File: src/zoom_about_point_controller_defines.svh
// assertion macros for the zoom-about-point controller
`ifndef ZOOM_ABOUT_POINT_CONTROLLER_DEFINES_SVH
`define ZOOM_ABOUT_POINT_CONTROLLER_DEFINES_SVH

// consequent checked in the same cycle as the antecedent
`define ZAP_ASSERT_NOW(label, clk, rst_n, ante, cons, msg) \
    label: assert property (@(posedge clk) disable iff (!rst_n) (ante) |-> (cons)) \
        else $error(msg);

// consequent checked in the cycle after the antecedent
`define ZAP_ASSERT_NEXT(label, clk, rst_n, ante, cons, msg) \
    label: assert property (@(posedge clk) disable iff (!rst_n) (ante) |=> (cons)) \
        else $error(msg);

`endif

File: src/zap_pkg.sv
// shared types, constants and level functions of the zoom-about-point controller
package zap_pkg;

    localparam int MAX_ZOOM_DEF = 16;

    localparam int OPC_W      = 3;
    localparam int CUR_W      = 16;
    localparam int REQ_W      = 8;
    localparam int LVL_W      = 8;
    localparam int P_W        = LVL_W + 1;
    localparam int OUT_LVL_W  = 6;
    localparam int OFS_W      = 32;
    localparam int VH_W       = 16;
    localparam int CY_W       = 18;
    localparam int DIFF_W     = 33;
    localparam int MAG_W      = 32;

    localparam int IN_DATA_W  = 40;
    localparam int IN_USER_W  = 3;
    localparam int OUT_DATA_W = 72;
    localparam int OUT_USER_W = 1;

    localparam logic [VH_W-1:0] VIEW_HEIGHT_RST = 16'd1024;

    localparam logic [OPC_W-1:0] OP_STEP_UP   = 3'd0;
    localparam logic [OPC_W-1:0] OP_STEP_DOWN = 3'd1;
    localparam logic [OPC_W-1:0] OP_DOUBLE    = 3'd2;
    localparam logic [OPC_W-1:0] OP_HALVE     = 3'd3;
    localparam logic [OPC_W-1:0] OP_DIRECT    = 3'd4;

    localparam logic signed [LVL_W-1:0] LVL_ZERO = 0;
    localparam logic signed [LVL_W-1:0] LVL_ONE  = 1;
    localparam logic signed [LVL_W-1:0] LVL_MONE = -1;
    localparam logic signed [LVL_W-1:0] LVL_MTWO = -2;

    typedef struct packed {
        logic load;
        logic level_step;
        logic mult_step;
        logic div_start;
        logic round_step;
        logic commit;
    } cmd_t;

    typedef struct packed {
        logic div_busy;
    } sts_t;

    // smallest power of two strictly above v
    function automatic logic [P_W-1:0] pow2_above(input logic [P_W-1:0] v);
        logic [P_W-1:0] r;
        r = P_W'(1) << (P_W - 1);
        for (int i = P_W - 2; i >= 0; i--)
        begin
            if ((P_W'(1) << i) > v)
            begin
                r = P_W'(1) << i;
            end
        end
        return r;
    endfunction

    // largest power of two strictly below v, at least one
    function automatic logic [P_W-1:0] pow2_below(input logic [P_W-1:0] v);
        logic [P_W-1:0] r;
        r = P_W'(1);
        for (int i = 0; i < P_W - 1; i++)
        begin
            if ((P_W'(1) << i) < v)
            begin
                r = P_W'(1) << i;
            end
        end
        return r;
    endfunction

    function automatic logic signed [LVL_W-1:0] next_level(
        input logic [OPC_W-1:0]        op,
        input logic signed [LVL_W-1:0] lvl,
        input logic signed [REQ_W-1:0] req,
        input logic signed [LVL_W-1:0] maxz
    );
        logic signed [LVL_W-1:0] res;
        logic [P_W-1:0]          mag;
        logic [P_W-1:0]          mx;
        logic [P_W-1:0]          p;
        res = lvl;
        mag = {1'b0, (lvl[LVL_W-1] ? -lvl : lvl)};
        mx  = {1'b0, maxz};
        p   = '0;
        unique case (op)
            OP_STEP_UP:
            begin
                if (lvl < maxz)
                begin
                    res = lvl + LVL_ONE;
                    if (res == LVL_ZERO || res == LVL_MONE)
                    begin
                        res = LVL_ONE;
                    end
                end
            end
            OP_STEP_DOWN:
            begin
                if (lvl > -maxz)
                begin
                    res = lvl - LVL_ONE;
                    if (res == LVL_ZERO || res == LVL_MONE)
                    begin
                        res = LVL_MTWO;
                    end
                end
            end
            OP_DOUBLE:
            begin
                if (lvl >= maxz)
                begin
                    res = lvl;
                end
                else if (lvl >= LVL_ONE)
                begin
                    p = pow2_above(mag);
                    res = (p < mx) ? LVL_W'(p) : maxz;
                end
                else if (lvl >= LVL_MTWO)
                begin
                    res = LVL_ONE;
                end
                else if (mag > mx)
                begin
                    res = -maxz;
                end
                else
                begin
                    p = pow2_below(mag);
                    res = -LVL_W'(p);
                end
            end
            OP_HALVE:
            begin
                if (lvl <= -maxz)
                begin
                    res = lvl;
                end
                else if (lvl > LVL_ONE)
                begin
                    if (mag > mx)
                    begin
                        res = maxz;
                    end
                    else
                    begin
                        res = LVL_W'(pow2_below(mag));
                    end
                end
                else if (lvl >= LVL_MONE)
                begin
                    res = LVL_MTWO;
                end
                else
                begin
                    p = pow2_above(mag);
                    res = (p < mx) ? -LVL_W'(p) : -maxz;
                end
            end
            OP_DIRECT:
            begin
                if (req > maxz)
                begin
                    res = maxz;
                end
                else if (req < -maxz)
                begin
                    res = -maxz;
                end
                else if (req == LVL_ZERO || req == LVL_MONE)
                begin
                    res = LVL_ONE;
                end
                else
                begin
                    res = req;
                end
            end
            default:
            begin
                res = lvl;
            end
        endcase
        return res;
    endfunction

endpackage

File: src/zap_div.sv
// restoring unsigned divider, one quotient bit per cycle
module zap_div #(
    parameter int NUM_W = 42,
    parameter int DEN_W = 10
) (
    input  logic             clk,
    input  logic             rst_n,
    input  logic             start,
    input  logic [NUM_W-1:0] dividend,
    input  logic [DEN_W-1:0] divisor,
    output logic             busy,
    output logic [NUM_W-1:0] quotient,
    output logic             rem_nz
);

    localparam int CNT_W = $clog2(NUM_W + 1);

    logic [NUM_W-1:0] quo_reg;
    logic [NUM_W-1:0] quo_next;
    logic [DEN_W-1:0] rem_reg;
    logic [DEN_W-1:0] rem_next;
    logic [CNT_W-1:0] cnt_reg;
    logic [CNT_W-1:0] cnt_next;
    logic             busy_reg;
    logic             busy_next;
    logic [DEN_W:0]   partial;
    logic             fits;

    assign partial = {rem_reg, quo_reg[NUM_W-1]};
    assign fits    = partial >= {1'b0, divisor};

    always_comb
    begin
        quo_next  = quo_reg;
        rem_next  = rem_reg;
        cnt_next  = cnt_reg;
        busy_next = busy_reg;
        if (start)
        begin
            quo_next  = dividend;
            rem_next  = '0;
            cnt_next  = CNT_W'(NUM_W);
            busy_next = 1'b1;
        end
        else if (busy_reg)
        begin
            quo_next = {quo_reg[NUM_W-2:0], fits};
            rem_next = fits ? DEN_W'(partial - {1'b0, divisor}) : partial[DEN_W-1:0];
            cnt_next = cnt_reg - CNT_W'(1);
            if (cnt_reg == CNT_W'(1))
            begin
                busy_next = 1'b0;
            end
        end
    end

    always_ff @(posedge clk or negedge rst_n)
    begin
        if (!rst_n)
        begin
            busy_reg <= 1'b0;
            cnt_reg  <= '0;
        end
        else
        begin
            busy_reg <= busy_next;
            cnt_reg  <= cnt_next;
        end
    end

    always_ff @(posedge clk)
    begin
        quo_reg <= quo_next;
        rem_reg <= rem_next;
    end

    assign busy     = busy_reg;
    assign quotient = quo_reg;
    assign rem_nz   = |rem_reg;

endmodule

File: src/zap_level.sv
// zoom level register, next-level selection and scale factors
module zap_level #(
    parameter int MAX_ZOOM = zap_pkg::MAX_ZOOM_DEF,
    localparam int FACT_W  = $clog2(MAX_ZOOM + 1),
    localparam int FW      = 2 * FACT_W
) (
    input  logic                              clk,
    input  logic                              rst_n,
    input  logic                              step,
    input  logic                              commit,
    input  logic [zap_pkg::OPC_W-1:0]         opcode,
    input  logic signed [zap_pkg::REQ_W-1:0]  req,
    output logic signed [zap_pkg::LVL_W-1:0]  level_new,
    output logic [FW-1:0]                     mul,
    output logic [FW-1:0]                     div
);

    localparam int LVL_W = zap_pkg::LVL_W;

    logic signed [LVL_W-1:0] level_reg;
    logic signed [LVL_W-1:0] level_next;
    logic signed [LVL_W-1:0] new_reg;
    logic [FW-1:0]           mul_reg;
    logic [FW-1:0]           div_reg;
    logic [FACT_W-1:0]       old_num;
    logic [FACT_W-1:0]       old_den;
    logic [FACT_W-1:0]       new_num;
    logic [FACT_W-1:0]       new_den;

    // magnification part of a level
    function automatic logic [FACT_W-1:0] fnum(input logic signed [LVL_W-1:0] l);
        logic [FACT_W-1:0] r;
        r = l[LVL_W-1] ? FACT_W'(1) : l[FACT_W-1:0];
        return r;
    endfunction

    // reduction part of a level
    function automatic logic [FACT_W-1:0] fden(input logic signed [LVL_W-1:0] l);
        logic signed [LVL_W-1:0] n;
        logic [FACT_W-1:0]       r;
        n = -l;
        r = l[LVL_W-1] ? n[FACT_W-1:0] : FACT_W'(1);
        return r;
    endfunction

    assign level_next = zap_pkg::next_level(opcode, level_reg, req, LVL_W'(MAX_ZOOM));

    assign old_num = fnum(level_reg);
    assign old_den = fden(level_reg);
    assign new_num = fnum(level_next);
    assign new_den = fden(level_next);

    always_ff @(posedge clk or negedge rst_n)
    begin
        if (!rst_n)
        begin
            level_reg <= zap_pkg::LVL_ONE;
        end
        else if (commit)
        begin
            level_reg <= new_reg;
        end
    end

    // ratio fnew/fold as (new_num*old_den)/(new_den*old_num)
    always_ff @(posedge clk)
    begin
        if (step)
        begin
            new_reg <= level_next;
            mul_reg <= FW'(new_num) * FW'(old_den);
            div_reg <= FW'(new_den) * FW'(old_num);
        end
    end

    assign level_new = new_reg;
    assign mul       = mul_reg;
    assign div       = div_reg;

endmodule

File: src/zap_dp.sv
// datapath: cursor capture, offset re-anchoring, rounding, saturation, result register
module zap_dp #(
    parameter int MAX_ZOOM = zap_pkg::MAX_ZOOM_DEF
) (
    input  logic                                  clk,
    input  logic                                  rst_n,
    input  zap_pkg::cmd_t                         cmd,
    output zap_pkg::sts_t                         sts,
    input  logic [zap_pkg::OPC_W-1:0]             opcode,
    input  logic signed [zap_pkg::CUR_W-1:0]      cursor_x,
    input  logic signed [zap_pkg::CUR_W-1:0]      cursor_y,
    input  logic signed [zap_pkg::REQ_W-1:0]      requested_level,
    input  logic                                  cfg_we,
    input  logic [zap_pkg::VH_W-1:0]              cfg_wdata,
    output logic [zap_pkg::OUT_LVL_W-1:0]         zoom_level,
    output logic signed [zap_pkg::OFS_W-1:0]      x_offset,
    output logic signed [zap_pkg::OFS_W-1:0]      y_offset,
    output logic                                  saturated
);

    localparam int FACT_W = $clog2(MAX_ZOOM + 1);
    localparam int FW     = 2 * FACT_W;
    localparam int NUM_W  = zap_pkg::MAG_W + FW;
    localparam int Q_W    = NUM_W + 1;
    localparam int R_W    = NUM_W + 2;
    localparam int OFS_W  = zap_pkg::OFS_W;
    localparam int CUR_W  = zap_pkg::CUR_W;
    localparam int CY_W   = zap_pkg::CY_W;
    localparam int DIFF_W = zap_pkg::DIFF_W;
    localparam int MAG_W  = zap_pkg::MAG_W;

    logic [zap_pkg::VH_W-1:0]          vh_reg;
    logic [zap_pkg::OPC_W-1:0]         op_reg;
    logic [zap_pkg::REQ_W-1:0]         req_reg;
    logic [CUR_W-1:0]                  cx_reg;
    logic [CY_W-1:0]                   cy_reg;
    logic [CY_W-1:0]                   cy_flip;
    logic [OFS_W-1:0]                  px_reg;
    logic [OFS_W-1:0]                  py_reg;
    logic [DIFF_W-1:0]                 diff_x;
    logic [DIFF_W-1:0]                 diff_y;
    logic [DIFF_W-1:0]                 ndiff_x;
    logic [DIFF_W-1:0]                 ndiff_y;
    logic                              negx_reg;
    logic                              negy_reg;
    logic [MAG_W-1:0]                  magx_reg;
    logic [MAG_W-1:0]                  magy_reg;
    logic [NUM_W-1:0]                  prodx_reg;
    logic [NUM_W-1:0]                  prody_reg;
    logic [Q_W-1:0]                    qx_reg;
    logic [Q_W-1:0]                    qy_reg;
    logic [R_W-1:0]                    rx;
    logic [R_W-1:0]                    ry;
    logic [OFS_W:0]                    clip_x;
    logic [OFS_W:0]                    clip_y;
    logic signed [zap_pkg::LVL_W-1:0]  level_new;
    logic [FW-1:0]                     mul;
    logic [FW-1:0]                     div;
    logic                              busy_x;
    logic                              busy_y;
    logic [NUM_W-1:0]                  quo_x;
    logic [NUM_W-1:0]                  quo_y;
    logic                              rnz_x;
    logic                              rnz_y;
    logic [zap_pkg::OUT_LVL_W-1:0]     zl_out_reg;
    logic [OFS_W-1:0]                  x_out_reg;
    logic [OFS_W-1:0]                  y_out_reg;
    logic                              sat_out_reg;

    // returns {clipped, value}
    function automatic logic [OFS_W:0] clip(input logic [R_W-1:0] r);
        logic [R_W-OFS_W:0] top;
        logic [OFS_W:0]     res;
        top = r[R_W-1:OFS_W-1];
        if ((&top) || !(|top))
        begin
            res = {1'b0, r[OFS_W-1:0]};
        end
        else if (r[R_W-1])
        begin
            res = {1'b1, 1'b1, {(OFS_W-1){1'b0}}};
        end
        else
        begin
            res = {1'b1, 1'b0, {(OFS_W-1){1'b1}}};
        end
        return res;
    endfunction

    zap_level #(
        .MAX_ZOOM (MAX_ZOOM)
    ) u_level (
        .clk       (clk),
        .rst_n     (rst_n),
        .step      (cmd.level_step),
        .commit    (cmd.commit),
        .opcode    (op_reg),
        .req       (req_reg),
        .level_new (level_new),
        .mul       (mul),
        .div       (div)
    );

    zap_div #(
        .NUM_W (NUM_W),
        .DEN_W (FW)
    ) u_div_x (
        .clk      (clk),
        .rst_n    (rst_n),
        .start    (cmd.div_start),
        .dividend (prodx_reg),
        .divisor  (div),
        .busy     (busy_x),
        .quotient (quo_x),
        .rem_nz   (rnz_x)
    );

    zap_div #(
        .NUM_W (NUM_W),
        .DEN_W (FW)
    ) u_div_y (
        .clk      (clk),
        .rst_n    (rst_n),
        .start    (cmd.div_start),
        .dividend (prody_reg),
        .divisor  (div),
        .busy     (busy_y),
        .quotient (quo_y),
        .rem_nz   (rnz_y)
    );

    assign sts.div_busy = busy_x | busy_y;

    // flipped y: view_height - 1 - cursor_y
    assign cy_flip = {{(CY_W-zap_pkg::VH_W){1'b0}}, vh_reg} - CY_W'(1)
                   - {{(CY_W-CUR_W){cursor_y[CUR_W-1]}}, cursor_y};

    assign diff_x  = {{(DIFF_W-CUR_W){cx_reg[CUR_W-1]}}, cx_reg} - {px_reg[OFS_W-1], px_reg};
    assign diff_y  = {{(DIFF_W-CY_W){cy_reg[CY_W-1]}}, cy_reg} - {py_reg[OFS_W-1], py_reg};
    assign ndiff_x = DIFF_W'(0) - diff_x;
    assign ndiff_y = DIFF_W'(0) - diff_y;

    assign rx = {{(R_W-CUR_W){cx_reg[CUR_W-1]}}, cx_reg} - {qx_reg[Q_W-1], qx_reg};
    assign ry = {{(R_W-CY_W){cy_reg[CY_W-1]}}, cy_reg} - {qy_reg[Q_W-1], qy_reg};
    assign clip_x = clip(rx);
    assign clip_y = clip(ry);

    always_ff @(posedge clk or negedge rst_n)
    begin
        if (!rst_n)
        begin
            vh_reg <= zap_pkg::VIEW_HEIGHT_RST;
            px_reg <= '0;
            py_reg <= '0;
        end
        else
        begin
            if (cfg_we)
            begin
                vh_reg <= cfg_wdata;
            end
            if (cmd.commit)
            begin
                px_reg <= clip_x[OFS_W-1:0];
                py_reg <= clip_y[OFS_W-1:0];
            end
        end
    end

    always_ff @(posedge clk)
    begin
        if (cmd.load)
        begin
            op_reg  <= opcode;
            req_reg <= requested_level;
            cx_reg  <= cursor_x;
            cy_reg  <= cy_flip;
        end
        // the sign of (c - p) * mul is the sign of c - p, mul being positive
        if (cmd.level_step)
        begin
            negx_reg <= diff_x[DIFF_W-1];
            negy_reg <= diff_y[DIFF_W-1];
            magx_reg <= diff_x[DIFF_W-1] ? ndiff_x[MAG_W-1:0] : diff_x[MAG_W-1:0];
            magy_reg <= diff_y[DIFF_W-1] ? ndiff_y[MAG_W-1:0] : diff_y[MAG_W-1:0];
        end
        if (cmd.mult_step)
        begin
            prodx_reg <= NUM_W'(magx_reg) * NUM_W'(mul);
            prody_reg <= NUM_W'(magy_reg) * NUM_W'(mul);
        end
        // ceiling of the signed quotient: truncation already rounds negatives up
        if (cmd.round_step)
        begin
            qx_reg <= negx_reg ? (Q_W'(0) - {1'b0, quo_x}) : ({1'b0, quo_x} + Q_W'(rnz_x));
            qy_reg <= negy_reg ? (Q_W'(0) - {1'b0, quo_y}) : ({1'b0, quo_y} + Q_W'(rnz_y));
        end
        if (cmd.commit)
        begin
            zl_out_reg  <= level_new[zap_pkg::OUT_LVL_W-1:0];
            x_out_reg   <= clip_x[OFS_W-1:0];
            y_out_reg   <= clip_y[OFS_W-1:0];
            sat_out_reg <= clip_x[OFS_W] | clip_y[OFS_W];
        end
    end

    assign zoom_level = zl_out_reg;
    assign x_offset   = x_out_reg;
    assign y_offset   = y_out_reg;
    assign saturated  = sat_out_reg;

endmodule

File: src/zap_ctrl.sv
// command sequencer and result handshake of the zoom-about-point controller
module zap_ctrl (
    input  logic          clk,
    input  logic          rst_n,
    input  logic          s_valid,
    output logic          s_ready,
    output logic          m_valid,
    input  logic          m_ready,
    input  zap_pkg::sts_t sts,
    output zap_pkg::cmd_t cmd
);

    typedef enum logic [6:0] {
        S_IDLE   = 7'b0000001,
        S_LEVEL  = 7'b0000010,
        S_MULT   = 7'b0000100,
        S_DSTART = 7'b0001000,
        S_DIV    = 7'b0010000,
        S_ROUND  = 7'b0100000,
        S_DONE   = 7'b1000000
    } state_t;

    state_t state_reg;
    state_t state_next;
    logic   out_valid_reg;
    logic   out_valid_next;

    always_comb
    begin
        state_next = state_reg;
        cmd        = '0;
        unique case (state_reg)
            S_IDLE:
            begin
                if (s_valid)
                begin
                    cmd.load   = 1'b1;
                    state_next = S_LEVEL;
                end
            end
            S_LEVEL:
            begin
                cmd.level_step = 1'b1;
                state_next     = S_MULT;
            end
            S_MULT:
            begin
                cmd.mult_step = 1'b1;
                state_next    = S_DSTART;
            end
            S_DSTART:
            begin
                cmd.div_start = 1'b1;
                state_next    = S_DIV;
            end
            S_DIV:
            begin
                if (!sts.div_busy)
                begin
                    state_next = S_ROUND;
                end
            end
            S_ROUND:
            begin
                cmd.round_step = 1'b1;
                state_next     = S_DONE;
            end
            S_DONE:
            begin
                // hold the commit until the result register is free
                if (!out_valid_reg || m_ready)
                begin
                    cmd.commit = 1'b1;
                    state_next = S_IDLE;
                end
            end
            default:
            begin
                state_next = S_IDLE;
            end
        endcase
    end

    always_comb
    begin
        out_valid_next = out_valid_reg;
        if (cmd.commit)
        begin
            out_valid_next = 1'b1;
        end
        else if (m_ready)
        begin
            out_valid_next = 1'b0;
        end
    end

    always_ff @(posedge clk or negedge rst_n)
    begin
        if (!rst_n)
        begin
            state_reg     <= S_IDLE;
            out_valid_reg <= 1'b0;
        end
        else
        begin
            state_reg     <= state_next;
            out_valid_reg <= out_valid_next;
        end
    end

    assign s_ready = (state_reg == S_IDLE);
    assign m_valid = out_valid_reg;

endmodule

File: src/zoom_about_point_controller.sv
// zoom-about-point controller: top level
//
// Commands come in on the s_axis transfer channel: opcode in tuser, cursor point and
// requested level in tdata. Each command yields exactly one result transfer on m_axis:
// the new zoom level, the re-anchored display offset and a saturation flag.
// view_height is written through cfg_we / cfg_wdata; the user must write it only while
// the block is idle, which the block itself does not enforce. A command passes through
// the level step, the multiply, the divider start, the division, the rounding step and
// the commit before m_axis_tvalid rises. Two bit-serial dividers (one per axis, run side
// by side) form the ceiling of (c - p) * fnew / fold, one quotient bit per cycle.
// One command is worked on at a time; s_axis_tready is high only between commands.
// A finished result sits in an output register, so the next command is taken while
// it waits; if the receiver still stalls when that command completes, the block
// holds it back until the register is free, and s_axis_tready stays low meanwhile.
// Reset sets the level to one, both offsets to zero and view_height to 1024.
`include "zoom_about_point_controller_defines.svh"

module zoom_about_point_controller #(
    parameter int MAX_ZOOM = zap_pkg::MAX_ZOOM_DEF
) (
    input  logic                             clk,
    input  logic                             rst_n,
    input  logic                             s_axis_tvalid,
    output logic                             s_axis_tready,
    // cursor_x [15:0], cursor_y [31:16], requested_level [39:32]
    input  logic [zap_pkg::IN_DATA_W-1:0]    s_axis_tdata,
    // opcode [2:0]
    input  logic [zap_pkg::IN_USER_W-1:0]    s_axis_tuser,
    output logic                             m_axis_tvalid,
    input  logic                             m_axis_tready,
    // zoom_level [5:0], x_offset [37:6], y_offset [69:38], zero [71:70]
    output logic [zap_pkg::OUT_DATA_W-1:0]   m_axis_tdata,
    // saturated [0]
    output logic [zap_pkg::OUT_USER_W-1:0]   m_axis_tuser,
    input  logic                             cfg_we,
    input  logic [zap_pkg::VH_W-1:0]         cfg_wdata
);

    zap_pkg::cmd_t                        cmd;
    zap_pkg::sts_t                        sts;
    logic [zap_pkg::OUT_LVL_W-1:0]        zoom_level;
    logic signed [zap_pkg::OFS_W-1:0]     x_offset;
    logic signed [zap_pkg::OFS_W-1:0]     y_offset;
    logic                                 saturated;

    zap_ctrl u_ctrl (
        .clk     (clk),
        .rst_n   (rst_n),
        .s_valid (s_axis_tvalid),
        .s_ready (s_axis_tready),
        .m_valid (m_axis_tvalid),
        .m_ready (m_axis_tready),
        .sts     (sts),
        .cmd     (cmd)
    );

    zap_dp #(
        .MAX_ZOOM (MAX_ZOOM)
    ) u_dp (
        .clk             (clk),
        .rst_n           (rst_n),
        .cmd             (cmd),
        .sts             (sts),
        .opcode          (s_axis_tuser[zap_pkg::OPC_W-1:0]),
        .cursor_x        (s_axis_tdata[15:0]),
        .cursor_y        (s_axis_tdata[31:16]),
        .requested_level (s_axis_tdata[39:32]),
        .cfg_we          (cfg_we),
        .cfg_wdata       (cfg_wdata),
        .zoom_level      (zoom_level),
        .x_offset        (x_offset),
        .y_offset        (y_offset),
        .saturated       (saturated)
    );

    assign m_axis_tdata = {2'b00, y_offset, x_offset, zoom_level};
    assign m_axis_tuser = saturated;

    `ZAP_ASSERT_NOW(a_commit_free, clk, rst_n, cmd.commit, (!m_axis_tvalid || m_axis_tready), "result register overwritten while stalled")
    `ZAP_ASSERT_NEXT(a_div_runs, clk, rst_n, cmd.div_start, sts.div_busy, "dividers did not start")
    `ZAP_ASSERT_NOW(a_accept_quiet, clk, rst_n, (s_axis_tvalid && s_axis_tready), !sts.div_busy, "command taken while dividing")

endmodule

File: config.mk
export PLATFORM = sky130hd
export DESIGN_NAME = zoom_about_point_controller
export DESIGN_NICKNAME = d
export VERILOG_FILES = /design/src/zap_pkg.sv /design/src/zap_div.sv /design/src/zap_level.sv /design/src/zap_dp.sv /design/src/zap_ctrl.sv /design/src/zoom_about_point_controller.sv
export VERILOG_INCLUDE_DIRS = /design/src /design/src/src
export SDC_FILE = /design/constraint.sdc
export NUM_CORES = 2
export LEC_CHECK = 0
export ABC_AREA = 1
export BUFFER_PORTS_ARGS = -buffer_cell sky130_fd_sc_hd__buf_2
export CORE_ASPECT_RATIO = 0.5
export CORE_UTILIZATION = 54
export CTS_CLUSTER_SIZE = 8
export DETAILED_ROUTE_END_ITERATION = 10
export PLACE_DENSITY = 0.7
export SYNTH_ARGS = -nofsm -noshare
export SYNTH_HDL_FRONTEND = slang
export SYNTH_SLANG_ARGS = --single-unit
File: constraint.sdc
create_clock -name clk -period 23.2 [get_ports clk]
set_clock_uncertainty 0.05 [all_clocks]
set_input_delay 2.32 -clock clk [delete_from_list [all_inputs] [get_ports clk]]
set_output_delay 2.32 -clock clk [all_outputs]
set_load 0.005 [all_outputs]
Word-level counts from Yosys, hierarchy flattened. Index checks and enable logic that the tools add are counted.

Register bits: 594. Bits in latches: 0. Bits in writable memories: 0. Bits in read-only memories: 0. Input bits: 64. Output and inout bits: 75. Word-level logic and storage cells: 221. Memories: 0.

Add/sub/neg operators: 22. $mul: 4. Divide/modulo/power cells: 0. $lt $le $gt $ge: 30. Equality and inequality tests: 19. Shifts and indexed selects: 0. Multiplexer cells: 88. Bitwise gates (word level): 2. Reductions and logical operators: 23.

Operators with widths (count): 8-bit two-way mux (28); 42-bit two-way mux (4); 9-bit two-way mux (15); 32-bit two-way mux (4); 42-bit by 1-bit adder with 43-bit output (2); 43-bit two-way mux (2); 1-bit by 42-bit subtractor with 43-bit output (first input constant) (2); 32-bit by 10-bit multiplier with 42-bit output (2); 33-bit two-way mux (2); 1-bit by 32-bit subtractor with 32-bit output (first input constant) (2); 7-bit case mux with 7 select lines (1); 16-bit by 43-bit subtractor with 44-bit output (1); 18-bit by 43-bit subtractor with 44-bit output (1); 8-bit case mux with 5 select lines (1); 16-bit by 32-bit subtractor with 33-bit output (1); 18-bit by 32-bit subtractor with 33-bit output (1); 13-bit AND reduction (2); 13-bit OR reduction (2); 8-bit by 1-bit == test with 1-bit output (second input constant) (3); 8-bit logical NOT (3); 6-bit two-way mux (4); 8-bit negation (3); 11-bit by 10-bit greater-or-equal comparator with 1-bit output (2); 7-bit two-way mux (3); 58 further kinds (97).

Depth between registers and ports, before layout.
Depth in word-level cells: 24. Gate-level depth with buffers: 38. Gate-level depth less buffers: 36.

By module. Synthesis repeated with hierarchy kept, for this count alone.

Cells, all modules: 9023. Area, all modules: 65713.0 um^2.

Modules (own cells, without submodules): zap_dp (times used 1, cells each 7444, area an instance 53725.3 um^2); zap_div (times used 2, cells each 401, area an instance 3244.4 um^2); zap_level (times used 1, cells each 710, area an instance 4957.3 um^2); zap_ctrl (times used 1, cells each 64, area an instance 523.0 um^2); zoom_about_point_controller (times used 1, cells each 3, area an instance 18.8 um^2).

Least setup slack after synthesis. No wires, ideal clock.

Path type: register to register. From: register u_ctrl.state_reg[4]. To: register u_ctrl.state_reg[0]. Arrival: 10.431 ns. Setup slack: 12.342 ns. Cell stages (with the launch flop): 5. Path buffers: 0. Clock period less this slack: 10.858 ns. Cells stage by stage: dfrtp_1 > nor3_1 > inv_1 > nor4_1 > o41ai_1.

Longest elaborated chain between the ends: 3. Elaborated cells on any way between the ends: 12. Those cells by class: 10 x eq/ne; 1 x mux; 1 x reduce/logical.

RTL lines: from (decl) (RTL line zap_ctrl.sv:23) `state_t state_reg;`; from (signal assigned) (RTL line zap_ctrl.sv:106) `state_reg <= state_next;`; 7-bit == test (tied with other cells) (RTL line zap_ctrl.sv:32) `unique case (state_reg)`; 2-bit by 1-bit != test with 1-bit output (no line) / 2-bit != test (equally long branches); 3-bit AND reduction (no line).

Parallel ways exist; a longest one is shown, timed or not. A chain may end at the register's enable or synchronous reset.

Final worst setup path.
From: register u_dp.u_level.level_reg[7]. To: register u_dp.u_level.div_reg[9] (netlist: u_dp.u_level.div[9]) (data pin).

Longest elaborated chain between the ends: 24. Elaborated cells on any way between the ends: 84. Those cells by class: 6 x add/sub; 1 x mul; 26 x order compare; 2 x eq/ne; 45 x mux; 4 x reduce/logical.

RTL lines: from (decl) (RTL line zap_level.sv:20) `logic signed [LVL_W-1:0] level_reg;`; from (signal assigned) (RTL line zap_level.sv:57) `level_reg <= zap_pkg::LVL_ONE;`; from (signal assigned) (RTL line zap_level.sv:61) `level_reg <= new_reg;`; 8-bit negation; 8-bit two-way mux (RTL line zap_pkg.sv:88) `mag = {1'b0, (lvl[LVL_W-1] ? -lvl : lvl)};`; 2-bit by 8-bit < comparator with 1-bit output / 8-bit > comparator (equally long branches) (RTL line zap_pkg.sv:69, zap_pkg.sv:55); 2-bit two-way mux / 9-bit two-way mux (equally long branches) (RTL line zap_pkg.sv:69, zap_pkg.sv:55); 3-bit two-way mux / 9-bit two-way mux (equally long branches) (RTL line zap_pkg.sv:69, zap_pkg.sv:55); 8-bit two-way mux / 9-bit two-way mux (equally long branches) (5 in series) (RTL line zap_pkg.sv:69, zap_pkg.sv:55); 8-bit two-way mux / 9-bit two-way mux (equally long branches) (RTL line zap_pkg.sv:129, zap_pkg.sv:55); 8-bit two-way mux / 9-bit two-way mux (equally long branches) (RTL line zap_pkg.sv:125, zap_pkg.sv:156); (+4 left out); 8-bit two-way mux, on equally long branches (RTL line zap_pkg.sv:129, zap_pkg.sv:163); 8-bit two-way mux, on equally long branches (RTL line zap_pkg.sv:125, zap_pkg.sv:156); 8-bit two-way mux, on equally long branches (RTL line zap_pkg.sv:120, zap_pkg.sv:145); 8-bit two-way mux, on equally long branches (RTL line zap_pkg.sv:116, zap_pkg.sv:141); 8-bit case mux with 5 select lines (RTL line zap_pkg.sv:91) `unique case (op)`; 5-bit negation (RTL line zap_level.sv:41) `n = -l;`; 5-bit two-way mux (RTL line zap_level.sv:42) `r = l[LVL_W-1] ? n[FACT_W-1:0] : FACT_W'(1);`; 5-bit by 5-bit multiplier with 10-bit output * (RTL line zap_level.sv:72) `div_reg <= FW'(new_den) * FW'(old_num);`; to (signal assigned) (RTL line zap_level.sv:72); to (decl) (RTL line zap_level.sv:24) `logic [FW-1:0] div_reg;`.

Mark *: on every way between the ends. The rest lies on a longest branch, timed or not. The select of a mux whose other input is x is not followed.

==> reports/results.tsv <==
stage	metric	value	unit
timing	post-layout min period	7218	ps
clock_tree	post-CTS sizing	0	
global_route	global route overflow	0	
drt	Routed WL per cell	19.39	um
clock_tree	clk_lat worst skew	710	ps
clock_tree	H-tree depth	3	
drt	Vias/cell	5.534	
global_route	met3 GRT Util	8.686	%
logic_synthesis	Post-synth EDFFs	464	
drt	first-pass iteration count of the detailed router	7	
logic_synthesis	ys async rst share	18.52	%
logic_synthesis	mean post-synth cell area	7.480	sq um
logic_synthesis	Syn Inst Count	8414	
timing	final setup fails	0	
logic_synthesis	post-synth cell types	72	
global_route	gr usage total	33.11	%
placement	Detailed Place HPWL	153400	um
global_route	largest net degree at the start of global routing	97	
logic_synthesis	largest area contributor in the netlist	edfxtp_1	
timing	final worst slack	15980	ps
outcome	status	finished, final reports clean	
worst_hold_path	Worst Hold Path EP	u_dp.zoom_level[3]$_DFFE_PP_	
timing	period utilisation layout	31.11	%
layout	Final #Nets	9387	
logic_synthesis	Yosys reg bits	594	
global_route	first-pass GRT wire length	302100	um
logic_synthesis	Synth Flop Type	edfxtp_1	
placement	IO Port Bufs	136	
global_route	GR Layer Usage met2	46.00	%
layout	Area Overhead vs Synth	6.924	%
global_route	initial antenna violation count	8	
worst_setup_path	Worst EP required	23590	ps
clock_tree	CTS buffer count	85	
layout	multi-input logic area	38950	sq um
worst_hold_path	hold path start	u_dp.u_level.level_new[3]$_DFFE_PP_	
logic_synthesis	top cells by area, synth	edfxtp_1, fa_1, nand2_1	
worst_hold_path	Hold Path Class	reg -> reg	
layout	share of layout cells above drive strength 1	4.267	%
worst_setup_path	CP Class	reg -> reg	
die	cell row count	88	
timing	RSZ-0062 raised after global routing	no	
timing	Slew headroom	13.99	%
worst_hold_path	worst hold path depth	0	
timing	Hold WS	409.2	ps
timing	TNS Setup	0	ps
drt	Routed Antenna Nets	0	
logic_synthesis	Ys Warns	0	
die	Die W	484.8	um
drt	initial detailed-routing violation count	5817	
worst_setup_path	CP endpoint kind	flop	
clock_tree	CTS tree	done	
global_route	GR Layer Usage met1	50.81	%
worst_setup_path	R2R cell count	24	
logic_synthesis	Post-Syn Area	62940	sq um
logic_synthesis	Post-synth top cells	nand2_1, inv_1, nor2_1, fa_1, edfxtp_1	
die	Core ar.	115400	sq um
clock_tree	clock sinks	594	
placement	worst slack, placed	16070	ps
timing	Slew @ Worst Pin	1277	ps
worst_setup_path	origin of the critical flop-to-flop path	u_dp.u_level.level_reg[7]$_DFFE_PN0P_	
global_route	GR peak layer	met1	
worst_setup_path	capturing point of the worst reg2reg path	u_dp.u_level.div[9]$_DFFE_PP_	
timing	final hold vios	0	
clock_tree	hold buffers post-CTS	0	
worst_setup_path	FF-to-FF setup slack	15980	ps
drt	drt drc	0	
logic_synthesis	post-synthesis sequential area ratio	27.15	%
clock_tree	root buf cell	clkbuf_16	
die	initial cell density of the core	54.54	%
die	# IOs	139	
clock_tree	Longest Clk Path Bufs	3	
global_route	vias in the first global route	52645	
clock_tree	Clk pin slew, worst setup/hold paths	50	ps
clock_tree	setup bufs post-CTS	0	
layout	register area	17090	sq um
worst_setup_path	CP arrival	7610	ps
timing	fmax	138.5	MHz
layout	fin util	58.32	%
placement	gpl congestion	0.9949	
timing	Slew Limit Fails	0	
layout	Filler cells	10890	
worst_setup_path	CP Launch Type	flop	
drt	Routed WL	194200	um
die	die height	243.4	um
drt	via count	55432	
logic_synthesis	cell with the most instances after synthesis	nand2_1	
worst_setup_path	crit path max fanout	22	
logic_synthesis	top cell type's share of synthesized area	22.14	%
die	die footprint	118000	sq um
run	# Max-Cap Violations	0	
metrics by stage:
step,cells,instance area [sq um]
finish,10016,67290
global route,10013,67290
CTS,10013,67290
detailed placement,9868,64800
global placement,9868,64800
floorplan,8415,62940
metal layers:
layer  part of all wire (%)  routed length (um)  vias to the layer above
met2                     40               77690                     2360
met1                     47               90980                    26358
li1                       -                   -                    26458
met3                     11               21740                      256
met4                    2.0                3842                        0
met5                      0                   0                        -
worst max-delay path, stage by stage (launching register included):
cell	delay (ps)
dfrtp_1	830
inv_1	430
nand3_1	270
inv_1	60
nor2_1	610
inv_1	370
a211oi_1	300
o2111ai_1	130
o21ai_1	550
inv_2	280
nand4_1	200
fa_1	470
fa_1	550
inv_1	50
fa_1	480
ha_1	360
a21oi_1	160
nand2_1	100
a21oi_1	130
o21ai_0	100
and2_1	160
nor2_1	80
nor2_1	40
nor2_1	100
xor2_1	70
cells by family (layout without fill, tap and decap cells):
group | count (synthesis) | after routing | share of synthesized area, %
AOI/OAI and AO/OA | 882 | 882 | 7.863
buffers and inverters | 1818 | 1886 | 11.02
other | 1 | 5 | 0.005958
DFF | 594 | 594 | 27.15
muxes | 1 | 1 | 0.01789
adders and majority gates | 898 | 898 | 23.83
xor gates and xnor gates | 353 | 353 | 4.948
and+or+nand+nor | 3867 | 3867 | 25.16
layout by cell type, fill, tap and decap left out, types with 7 or more instances in the layout:
cell and n:
nand2_1 2520, inv_1 1550, nor2_1 652, fa_1 501, edfxtp_1 464, ha_1 397
a21oi_1 348, o21ai_0 306, nand3_1 297, xor2_1 259, nand4_1 154, buf_2 135
nor3_1 120, dfrtp_1 107, xnor2_1 91, clkbuf_16 87, clkbuf_1 49, nor4_1 44
o21bai_1 44, buf_4 35, a31oi_1 31, o211ai_1 26, a21o_1 25, dfxtp_1 20
nand2_2 18, o22ai_1 17, inv_2 15, o21ai_1 15, nor2_2 14, nand3_2 10
o221ai_1 10, a211oi_1 7, a21boi_0 7, o21a_1 7
how the worst max path moves through the flow:
| stage | to | start | slack, ps | cells after the start |
|---|---|---|---|---|
| 2_1_floorplan | u_ctrl.state_reg[0]$_DFFE_PN1P_ | u_ctrl.state_reg[4]$_DFFE_PN0P_ | 12340 | 4 |
| 3_3_place_gp | u_dp.u_level.div[9]$_DFFE_PP_ | u_dp.u_level.level_reg[7]$_DFFE_PN0P_ | 16100 | 24 |
| 3_5_place_dp | u_dp.u_level.div[9]$_DFFE_PP_ | u_dp.u_level.level_reg[7]$_DFFE_PN0P_ | 16070 | 24 |
| 4_1_cts | u_dp.u_level.div[9]$_DFFE_PP_ | u_dp.u_level.level_reg[7]$_DFFE_PN0P_ | 16010 | 24 |
| 5_1_grt | u_dp.u_level.div[9]$_DFFE_PP_ | u_dp.u_level.level_reg[7]$_DFFE_PN0P_ | 15250 | 24 |
| 6_report | u_dp.u_level.div[9]$_DFFE_PP_ | u_dp.u_level.level_reg[7]$_DFFE_PN0P_ | 15980 | 24 |
area by class of cell:
cell class / instances / share of cell area [%]
inverter: 1570 / 8.770
clock buffer: 137 / 3.529
tap: 1530 / 2.845
antenna: 3 / 0.01116
sequential: 594 / 25.40
timing repair buffer: 171 / 1.411
clock inverter: 8 / 0.1636
multi-input combinational: 6003 / 57.87
Power is left out: the tool's default activity adds up to more than one toggle a clock period on the data nets, which glitch-free logic cannot reach.
